$ cat config.mk
export PLATFORM = sky130hd
export DESIGN_NAME = gpio_function_select_set_clear_level
export DESIGN_NICKNAME = d
export VERILOG_FILES = /design/src/rtl/core/gpio_fsl_pkg.sv /design/src/rtl/core/gpio_function_select_set_clear_level.sv
export SDC_FILE = /design/constraint.sdc
export NUM_CORES = 1
export LEC_CHECK = 0
export ABC_AREA = 1
export BUFFER_PORTS_ARGS = -buffer_cell sky130_fd_sc_hd__buf_2
export CAP_MARGIN = 25
export CORE_AREA = 2 2 203 205
export CTS_BUF_LIST = sky130_fd_sc_hd__clkbuf_4
export DETAILED_ROUTE_END_ITERATION = 6
export DIE_AREA = 0 0 205 207
export GPL_ROUTABILITY_DRIVEN = 0
export PLACE_DENSITY_LB_ADDON = 0.3
export SLEW_MARGIN = 20
export SYNTH_ARGS = -nofsm -noshare
export SYNTH_HDL_FRONTEND = slang
export SYNTH_SLANG_ARGS = --single-unit
$ cat constraint.sdc
create_clock -name clk -period 7.3 [get_ports clk]
set_clock_uncertainty 0.05 [all_clocks]
set_input_delay 1.825 -clock clk [delete_from_list [all_inputs] [get_ports clk]]
set_output_delay 1.825 -clock clk [all_outputs]
set_load 0.02 [all_outputs]
$ cat src/rtl/core/gpio_fsl_pkg.sv
package gpio_fsl_pkg;

    // Pin count and derived sizes
    localparam int PIN_COUNT       = 54;
    localparam int PINS_PER_SELECT = 10;
    localparam int FIELD_W         = 3;
    localparam int SEL_DATA_W      = PINS_PER_SELECT * FIELD_W;
    localparam int SEL_PINS        = (PIN_COUNT < 60) ? PIN_COUNT : 60;
    localparam int SEL_WORDS       = (SEL_PINS + PINS_PER_SELECT - 1) / PINS_PER_SELECT;
    localparam int SEL_IDX_W       = (SEL_WORDS > 1) ? $clog2(SEL_WORDS) : 1;
    localparam int BUS_W           = 32;
    localparam int WORD_IDX_W      = 4;

    // Function code that marks a pin as output
    localparam logic [FIELD_W-1:0] OUTPUT_CODE = 3'd1;

    // Register word indexes
    localparam logic [WORD_IDX_W-1:0] SET_LO = 4'd7;
    localparam logic [WORD_IDX_W-1:0] SET_HI = 4'd8;
    localparam logic [WORD_IDX_W-1:0] CLR_LO = 4'd10;
    localparam logic [WORD_IDX_W-1:0] CLR_HI = 4'd11;
    localparam logic [WORD_IDX_W-1:0] LVL_LO = 4'd13;
    localparam logic [WORD_IDX_W-1:0] LVL_HI = 4'd14;

    // Bus access kinds
    localparam logic ACT_READ  = 1'b0;
    localparam logic ACT_WRITE = 1'b1;

    typedef logic [SEL_DATA_W-1:0] sel_word_t;

    // Bits of a select word that belong to existing pins
    function automatic sel_word_t sel_word_mask(input int w);
        sel_word_t m;
        m = '0;
        for (int k = 0; k < PINS_PER_SELECT; k++)
        begin
            if (w * PINS_PER_SELECT + k < SEL_PINS)
            begin
                m[k*FIELD_W +: FIELD_W] = '1;
            end
        end
        return m;
    endfunction

endpackage

$ cat src/rtl/core/gpio_function_select_set_clear_level.sv
// GPIO register block: function select, set/clear latch and level read words.
// The result of an accepted transaction is registered and reaches the output in the next cycle.
// Throughput: one transaction per cycle; the input stalls only while a result
// is held by a stalled output register.
// Reset: asynchronous, active low; clears every pin function to input, the
// output latch, and the output valid flag.
module gpio_function_select_set_clear_level
(
    input  logic                                  clk,
    input  logic                                  rst_n,
    input  logic                                  in_valid,
    output logic                                  in_stall,
    input  logic                                  action,
    input  logic [gpio_fsl_pkg::WORD_IDX_W-1:0]   word_index,
    input  logic [gpio_fsl_pkg::BUS_W-1:0]        write_data,
    input  logic [gpio_fsl_pkg::PIN_COUNT-1:0]    pin_levels,
    output logic                                  out_valid,
    input  logic                                  out_stall,
    output logic [gpio_fsl_pkg::BUS_W-1:0]        read_data,
    output logic [gpio_fsl_pkg::PIN_COUNT-1:0]    out_latch,
    output logic [gpio_fsl_pkg::PIN_COUNT-1:0]    out_enable
);

    localparam int PC = gpio_fsl_pkg::PIN_COUNT;
    localparam int BW = gpio_fsl_pkg::BUS_W;

    gpio_fsl_pkg::sel_word_t [gpio_fsl_pkg::SEL_WORDS-1:0] sel_reg, sel_next;
    logic [PC-1:0] latch_reg, latch_next;
    logic [PC-1:0] enable_reg, enable_next;
    logic [BW-1:0] read_data_reg, read_data_next;
    logic          out_valid_reg;

    logic                                accept;
    logic                                sel_hit;
    logic [gpio_fsl_pkg::SEL_IDX_W-1:0]  sel_idx;
    logic [2*BW-1:0]                     data_wide;
    logic [2*BW-1:0]                     data_hi_wide;
    logic [2*BW-1:0]                     level_wide;
    logic [PC-1:0]                       shifted_lo;
    logic [PC-1:0]                       shifted_hi;
    logic [PC-1:0]                       level_word;

    // Hold the input while a result waits on a stalled output
    assign in_stall = out_valid_reg && out_stall;
    assign accept   = in_valid && !in_stall;

    assign sel_hit = (word_index < gpio_fsl_pkg::WORD_IDX_W'(gpio_fsl_pkg::SEL_WORDS));
    assign sel_idx = word_index[gpio_fsl_pkg::SEL_IDX_W-1:0];

    // Place the bus word at the low or high half of the pin vector
    assign data_wide    = {{BW{1'b0}}, write_data};
    assign data_hi_wide = {write_data, {BW{1'b0}}};
    assign shifted_lo   = data_wide[PC-1:0];
    assign shifted_hi   = data_hi_wide[PC-1:0];

    // Level view: latch for output pins, external level otherwise
    assign level_word = (latch_reg & enable_reg) | (pin_levels & ~enable_reg);
    assign level_wide = (2*BW)'(level_word);

    // Decode the access and compute next state and read data
    always_comb
    begin
        sel_next       = sel_reg;
        latch_next     = latch_reg;
        read_data_next = '0;
        if (sel_hit)
        begin
            if (action == gpio_fsl_pkg::ACT_WRITE)
            begin
                sel_next[sel_idx] = write_data[gpio_fsl_pkg::SEL_DATA_W-1:0]
                                    & gpio_fsl_pkg::sel_word_mask(int'(sel_idx));
            end
            else
            begin
                read_data_next = BW'(sel_reg[sel_idx]);
            end
        end
        else
        begin
            unique case (word_index) inside
                gpio_fsl_pkg::SET_LO:
                begin
                    if (action == gpio_fsl_pkg::ACT_WRITE)
                        latch_next = latch_reg | shifted_lo;
                end
                gpio_fsl_pkg::SET_HI:
                begin
                    if (action == gpio_fsl_pkg::ACT_WRITE)
                        latch_next = latch_reg | shifted_hi;
                end
                gpio_fsl_pkg::CLR_LO:
                begin
                    if (action == gpio_fsl_pkg::ACT_WRITE)
                        latch_next = latch_reg & ~shifted_lo;
                end
                gpio_fsl_pkg::CLR_HI:
                begin
                    if (action == gpio_fsl_pkg::ACT_WRITE)
                        latch_next = latch_reg & ~shifted_hi;
                end
                gpio_fsl_pkg::LVL_LO:
                begin
                    if (action == gpio_fsl_pkg::ACT_READ)
                        read_data_next = level_wide[BW-1:0];
                end
                gpio_fsl_pkg::LVL_HI:
                begin
                    if (action == gpio_fsl_pkg::ACT_READ)
                        read_data_next = level_wide[2*BW-1:BW];
                end
                default:
                begin
                    read_data_next = '0;
                end
            endcase
        end
    end

    // Derive the output enable of each pin from its next function code
    always_comb
    begin
        enable_next = '0;
        for (int p = 0; p < gpio_fsl_pkg::SEL_PINS; p++)
        begin
            enable_next[p] = (sel_next[p / gpio_fsl_pkg::PINS_PER_SELECT]
                              [(p % gpio_fsl_pkg::PINS_PER_SELECT) * gpio_fsl_pkg::FIELD_W
                               +: gpio_fsl_pkg::FIELD_W] == gpio_fsl_pkg::OUTPUT_CODE);
        end
    end

    // Advance state and the result register on each accepted transaction
    always_ff @(posedge clk or negedge rst_n)
    begin
        if (!rst_n)
        begin
            sel_reg       <= '0;
            latch_reg     <= '0;
            enable_reg    <= '0;
            out_valid_reg <= 1'b0;
        end
        else
        begin
            if (accept)
            begin
                sel_reg    <= sel_next;
                latch_reg  <= latch_next;
                enable_reg <= enable_next;
            end
            if (accept)
                out_valid_reg <= 1'b1;
            else if (!out_stall)
                out_valid_reg <= 1'b0;
        end
    end

    // Hold read data with its transaction
    always_ff @(posedge clk)
    begin
        if (accept)
            read_data_reg <= read_data_next;
    end

    assign out_valid  = out_valid_reg;
    assign read_data  = read_data_reg;
    assign out_latch  = latch_reg;
    assign out_enable = enable_reg;

`ifndef NO_ASSERTIONS
    a_stall_only_when_full: assert property (@(posedge clk) disable iff (!rst_n)
        in_stall |-> out_valid_reg)
        else $error("input stalled with empty output register");

    a_accept_gives_result: assert property (@(posedge clk) disable iff (!rst_n)
        accept |=> out_valid_reg)
        else $error("accepted transaction produced no result");

    a_latch_stable_idle: assert property (@(posedge clk) disable iff (!rst_n)
        !accept |=> $stable(latch_reg) && $stable(enable_reg))
        else $error("pin state changed without a transaction");

    a_result_held: assert property (@(posedge clk) disable iff (!rst_n)
        (out_valid_reg && out_stall) |=> $stable(read_data_reg) && $stable(latch_reg))
        else $error("stalled result changed");
`endif

endmodule

# Yosys cells after proc, flatten, opt, wreduce, memory -nomap -nowiden
# Index checks and enable logic that the tools add are counted.
# totals
reg_bits	321
input_bits	95
output_inout_bits	142
elab_cells	167
# op_classes
addsub	9
n_mul	1
magnitude_cmp	13
n_eq_ne	65
n_mux	49
bitwise	12
reduce_logical	7
# ops
cell	count
162-bit two-way mux	2
32-bit by 7-bit less-than comparator with 1-bit output (second input constant)	9
54-bit bitwise AND	4
54-bit two-way mux	4
54-bit case mux with 4 select lines	1
180-bit bitwise mux	1
3-bit by 1-bit == test with 1-bit output (second input constant)	54
32-bit by 4-bit adder with 32-bit output (second input constant)	4
54-bit inverter	2
54-bit bitwise OR	2
30-bit binary-select mux with 3-bit select	1
30-bit demux with 3-bit select	1
3-bit two-way mux	30
30-bit two-way mux	3
32-bit by 3-bit adder with 32-bit output (second input constant)	2
32-bit two-way mux	2
32-bit case mux with 2 select lines	1
32-bit inverter with 54-bit output	1
54-bit by 32-bit bitwise OR with 54-bit output	1
32-bit by 2-bit adder with 32-bit output (second input constant)	1
32-bit by 5-bit adder with 32-bit output (second input constant)	1
30-bit bitwise AND	1
22-bit two-way mux	1
4-bit == test (second input constant)	5
other kinds (16)	22

# Longest topological paths before layout
# depth
word_depth	11
ltp_mapped	17

# Least setup slack after synthesis
# OpenSTA, ideal clock, no wires.
# synth_timing
path_type	input to register
start	input out_stall
end	register read_data_reg[0], in the netlist read_data[0], enable pin
arrival_ns	3.562
setup_slack_ns	3.279
cell_stages	5
cell_sequence	nand2_1 -> inv_2 -> nor2_4 -> clkbuf_1 -> clkbuf_1
# synth_via
elab_chain_len	3
# synth_lines
element	line_no	text
start: declaration	gpio_function_select_set_clear_level.sv:18	input logic out_stall,
1-bit logical AND	gpio_function_select_set_clear_level.sv:44	assign in_stall = out_valid_reg && out_stall;
via in_stall	gpio_function_select_set_clear_level.sv:12	output logic in_stall,
1-bit zero test	gpio_function_select_set_clear_level.sv:45	assign accept = in_valid && !in_stall;
1-bit logical AND	gpio_function_select_set_clear_level.sv:45	
via accept	gpio_function_select_set_clear_level.sv:33	logic accept;
end signal: assignment	gpio_function_select_set_clear_level.sv:160	read_data_reg <= read_data_next;
end: declaration	gpio_function_select_set_clear_level.sv:30	logic [BW-1:0] read_data_reg, read_data_next;
# The timed path passes the listed nets, and every way through them passes these cells.
# A chain may end at the register's enable or synchronous reset.

# Worst setup path after layout
# layout_timing
start	input word_index[0] in the netlist's numbering
end	register enable_reg[38], in the netlist out_enable[38]
# layout_via
elab_chain_len	11
# layout_lines
element	line_no	text
start: declaration	gpio_function_select_set_clear_level.sv:14	input logic [gpio_fsl_pkg::WORD_IDX_W-1:0] word_index,
3-bit by 3-bit multiplier with 6-bit output	gpio_fsl_pkg.sv:37	if (w * PINS_PER_SELECT + k < SEL_PINS)
32-bit by 5-bit adder with 32-bit output	gpio_fsl_pkg.sv:37	
32-bit by 7-bit less-than comparator with 1-bit output	gpio_fsl_pkg.sv:37	
3-bit two-way mux	gpio_fsl_pkg.sv:37	
3-bit two-way mux	gpio_function_select_set_clear_level.sv:68	if (action == gpio_fsl_pkg::ACT_WRITE)
3-bit two-way mux	gpio_function_select_set_clear_level.sv:66	if (sel_hit)
30-bit bitwise AND	gpio_function_select_set_clear_level.sv:71	& gpio_fsl_pkg::sel_word_mask(int'(sel_idx));
180-bit bitwise mux	gpio_function_select_set_clear_level.sv:70	sel_next[sel_idx] = write_data[gpio_fsl_pkg::SEL_DATA_W-1:0]
162-bit two-way mux	gpio_function_select_set_clear_level.sv:68	
162-bit two-way mux *	gpio_function_select_set_clear_level.sv:66	
3-bit by 1-bit == test with 1-bit output *	gpio_function_select_set_clear_level.sv:127	+: gpio_fsl_pkg::FIELD_W] == gpio_fsl_pkg::OUTPUT_CODE);
end signal: assignment	gpio_function_select_set_clear_level.sv:147	enable_reg <= enable_next;
end: declaration	gpio_function_select_set_clear_level.sv:29	logic [PC-1:0] enable_reg, enable_next;
# Mark *: on every way between the ends. The rest lies on a longest branch, timed or not. The select of a mux whose other input is x is not followed.

==> impl_metrics.json <==
{
  "clock-sinks": 321,
  "synthesis.area_sq_um": 16700,
  "first_global_vias": 15800,
  "ctsHoldBuffers": 0,
  "fin_worst_hold_slack_ns": 0.439,
  "crit_required_ns": 7.96,
  "crit_cells": 14,
  "placement.cell_area_sq_um": 18300,
  "relSlewSlack_pct": 33.8,
  "worst_setup_path_startpoint": "word_index[0]",
  "finalCoreUtilization_pct": 48.2,
  "final_period_minus_worst_setup_slack_ns": 4.11,
  "place.detailed.instances": 2777,
  "fillers": 4020,
  "flip_flop_count_of_the_largest_register_all_copies_and_words_added": 180,
  "max_freq_ghz": 0.243,
  "drt_drc_violations_left": 2,
  "cts-root-buf": "clkbuf_4",
  "die_boundary_width_um": 205,
  "final-instance-count-excl-fill": 2934,
  "path_delay_family": "adder cells",
  "htree_num_levels": 3,
  "cp.arrival_ns": 4.76,
  "postSynth.topFlopCell": "dfrtp_1",
  "numPortBuffers": 236,
  "cp_cell_sequence": "buf_2, ha_1, inv_2, nand2_1, nand2_4, ha_1, fa_1, nand2_1, a21oi_1, a21oi_2, nand3_1, a21oi_1, nand3_1, nand2_1",
  "synth_edf_count": 32,
  "failing_checks": "DRC",
  "detail_route.first_pass.iterations": 7,
  "finalSetupViolCount": 0,
  "grt_start_max_net_pins": 131,
  "worst_setup_path_endpoint": "out_enable[38]$_DFFE_PN0P_",
  "holdCritPathClass": "reg -> reg",
  "antenna_violations_before_repair": 4,
  "power.share.clock_pct": 29.4,
  "number_of_top_level_design_ports": 237,
  "final_critical_path_setup_slack_ns": 3.19,
  "min_period_over_period_pct": 56.3,
  "p_per_area_nw_per_um2": 291,
  "drv_slew": 0,
  "intPower_mw": 3.53,
  "ys_warn_count": 0,
  "p_leak_nw": 9.65,
  "dr_vias": 16800,
  "critical_path.endpoint_type": "register",
  "ys_async_sr_fraction_pct": 90.0,
  "dieHeight_um": 207,
  "num_rows": 74,
  "global_route.overflow_total": 0,
  "clk_latency_ns": 0.78,
  "ys_ff_latch": 321,
  "core_region_area_sq_um": 40400,
  "synth.net_count": 2204,
  "avgViaCountPerCell": 5.73,
  "regToRegStartpoint": "out_valid$_DFFE_PN0P_",
  "total_power_mw": 5.67,
  "clk_pin_slew_ns": 0.06,
  "tritoncts_clock_tree": "yes",
  "switching_share_of_power_pct": 37.7,
  "slowest_stage": "fa_1",
  "floorplan.initialDensity_pct": 41.3,
  "path_max_fanout": 15,
  "pwr-share-seq_pct": 45.6,
  "synth_seq_area_share_pct": 49.1,
  "area.growth.synth_to_final_pct": 16.5,
  "synthDistinctLibCells": 44,
  "synth_cells": 2095,
  "final_net_count": 2442,
  "first_iter_violations": 1929,
  "post_route_cells_drive_above_1_share_pct": 19.4,
  "routedWlPerCell_um": 22.0,
  "status": "finished with violations",
  "grt_setup_unrepaired": "false",
  "global_route.usage.total_pct": 30.0,
  "tightestPinTransition_ns": 0.991,
  "critical-path-max-stage-delay_ns": 0.48,
  "post-cts-setup-buffers": 0,
  "first_pass_grt_wire_length_mm": 96.6,
  "synth_area_per_cell_sq_um": 7.97,
  "place_ws_ns": 2.49,
  "worstReg2RegEnd": "out_enable[42]$_DFFE_PN0P_",
  "number_of_buffer_and_inverter_instances_along_the_worst_setup_path": 2,
  "hpwlAfterDp_mm": 45.4,
  "cts-buffers-inserted": 86,
  "cts_repair_resize_count": 0,
  "clk_path_buf_depth": 3,
  "timing.max_cap.violations": 0,
  "p_comb_share_pct": 25.0,
  "worst_setup_path_start_kind": "input pin",
  "final.setup.tns_ns": 0,
  "finalHoldViolCount": 0,
  "power.ir.vdd_worst_mv": 0.0922,
  "final_antenna_net_count": 0,
  "power_switching_mw": 2.14,
  "finalInstanceArea_sq_um": 19400,
  "crit_top_cell": "nand2_1",
  "timing.reg2reg.worst_path_depth": 12,
  "crit_type": "in -> reg",
  "floorplan.die_area_sq_um": 42400,
  "timing.reg2reg.setup_slack_ns": 4.12,
  "routed_wirelength_mm": 64.4
}
[metal layers]
layer | routed length (um) | GRT usage, %
met1 | 25800 | 39.6
met2 | 28300 | 45.0
met3 | 6950 | 8.13
met4 | 3400 | 15.7
met5 | 9 | 0
[synthesized netlist by cell type (all sizes together) (2+ instances only)]
cell / instances / area share (%)
a21oi: 107 / 3.3
nor3: 5 / 0.15
a221oi: 25 / 1.3
nand3: 131 / 4.0
o311ai: 6 / 0.31
edfxtp: 32 / 5.8
clkbuf: 75 / 1.7
o22ai: 18 / 0.67
a31oi: 8 / 0.30
nand4: 19 / 0.71
a21o: 27 / 1.2
or2: 37 / 1.4
ha: 13 / 0.97
mux2: 6 / 0.40
dfrtp: 289 / 43
nor4: 2 / 0.075
buf: 37 / 1.1
o221ai: 2 / 0.10
nand2: 634 / 14
a211oi: 3 / 0.13
o21bai: 24 / 1.1
a22oi: 6 / 0.27
inv: 189 / 4.3
o31ai: 22 / 0.99
o21ai: 283 / 8.5
o211a: 2 / 0.12
o211ai: 41 / 1.8
nor2: 48 / 1.4
[how the worst min path moves through the flow]
stage	slack, ns	startpoint	cells after the start	to
floorplan	0.40	sel_reg[118]$_DFFE_PN0P_	2	sel_reg[118]$_DFFE_PN0P_
global placement	0.42	sel_reg[175]$_DFFE_PN0P_	2	sel_reg[175]$_DFFE_PN0P_
detailed placement	0.42	sel_reg[165]$_DFFE_PN0P_	2	sel_reg[165]$_DFFE_PN0P_
CTS	0.44	sel_reg[165]$_DFFE_PN0P_	2	sel_reg[165]$_DFFE_PN0P_
global route	0.46	sel_reg[142]$_DFFE_PN0P_	2	sel_reg[142]$_DFFE_PN0P_
finish	0.44	sel_reg[165]$_DFFE_PN0P_	2	sel_reg[165]$_DFFE_PN0P_
[layout by cell type (no fill, tap or decap), types with 5 or more instances in the layout]
master	instances
a21o_1	27
a21oi_1	104
a221oi_1	25
a22oi_1	6
a31oi_1	8
buf_2	235
buf_4	23
clkbuf_4	125
clkinv_1	20
dfrtp_1	289
edfxtp_1	32
ha_1	13
inv_1	175
inv_2	15
mux2_2	6
nand2_1	631
nand3_1	130
nand4_1	19
nor2_1	40
nor2_4	7
o211ai_1	41
o21ai_0	179
o21ai_1	104
o21bai_1	24
o22ai_1	18
o311ai_0	5
o31ai_1	22
or2_1	5
or2_2	32
[cell families (layout without fill, tap and decap cells)]
family	count (synthesis)	in the layout	synth area share (%)
buffers and inverters	301	606	7.05
AO/OA/AOI/OAI	576	576	20.2
multiplexers	6	6	0.405
adder cells (fa/ha/maj)	14	14	1.09
AND/OR/NAND/NOR	877	877	22.1
other	0	2	0
flip-flops	321	321	49.1
[layout make-up]
cell class                      count  area, sq um  area share (%)
Inverter                          189          714            3.67
Tap cell                          532          666            3.42
Sequential cell                   321         8190            42.1
Clock inverter                     30          178           0.914
Multi-Input combinational cell   1473         7320            37.7
Antenna cell                        2         5.00          0.0257
Clock buffer                      125          938            4.83
Timing Repair Buffer              262         1430            7.36
[power by group through the flow]
stage / Clock [mW] / Combinational (mW) / Sequential, mW
floorplan: 0 / 0.743 / 2.62
global placement: 0 / 1.37 / 2.59
detailed placement: 0 / 1.40 / 2.60
CTS: 1.68 / 1.41 / 2.57
global route: 1.77 / 1.58 / 2.62
finish: 1.67 / 1.42 / 2.58
[worst reg2reg max path: stages, from the launching register on]
cell and delay [ns]:
dfrtp_1 0.34, nand2_1 0.08, inv_2 0.08, nor2_4 0.04, buf_12 0.23, inv_6 0.53, buf_4 0.57, buf_4 0.73
a21oi_1 0.13, nand2_1 0.11, inv_1 0.05, nand3_1 0.08, nand2_1 0.05
Note: power is estimated with default switching activity, not from simulation.
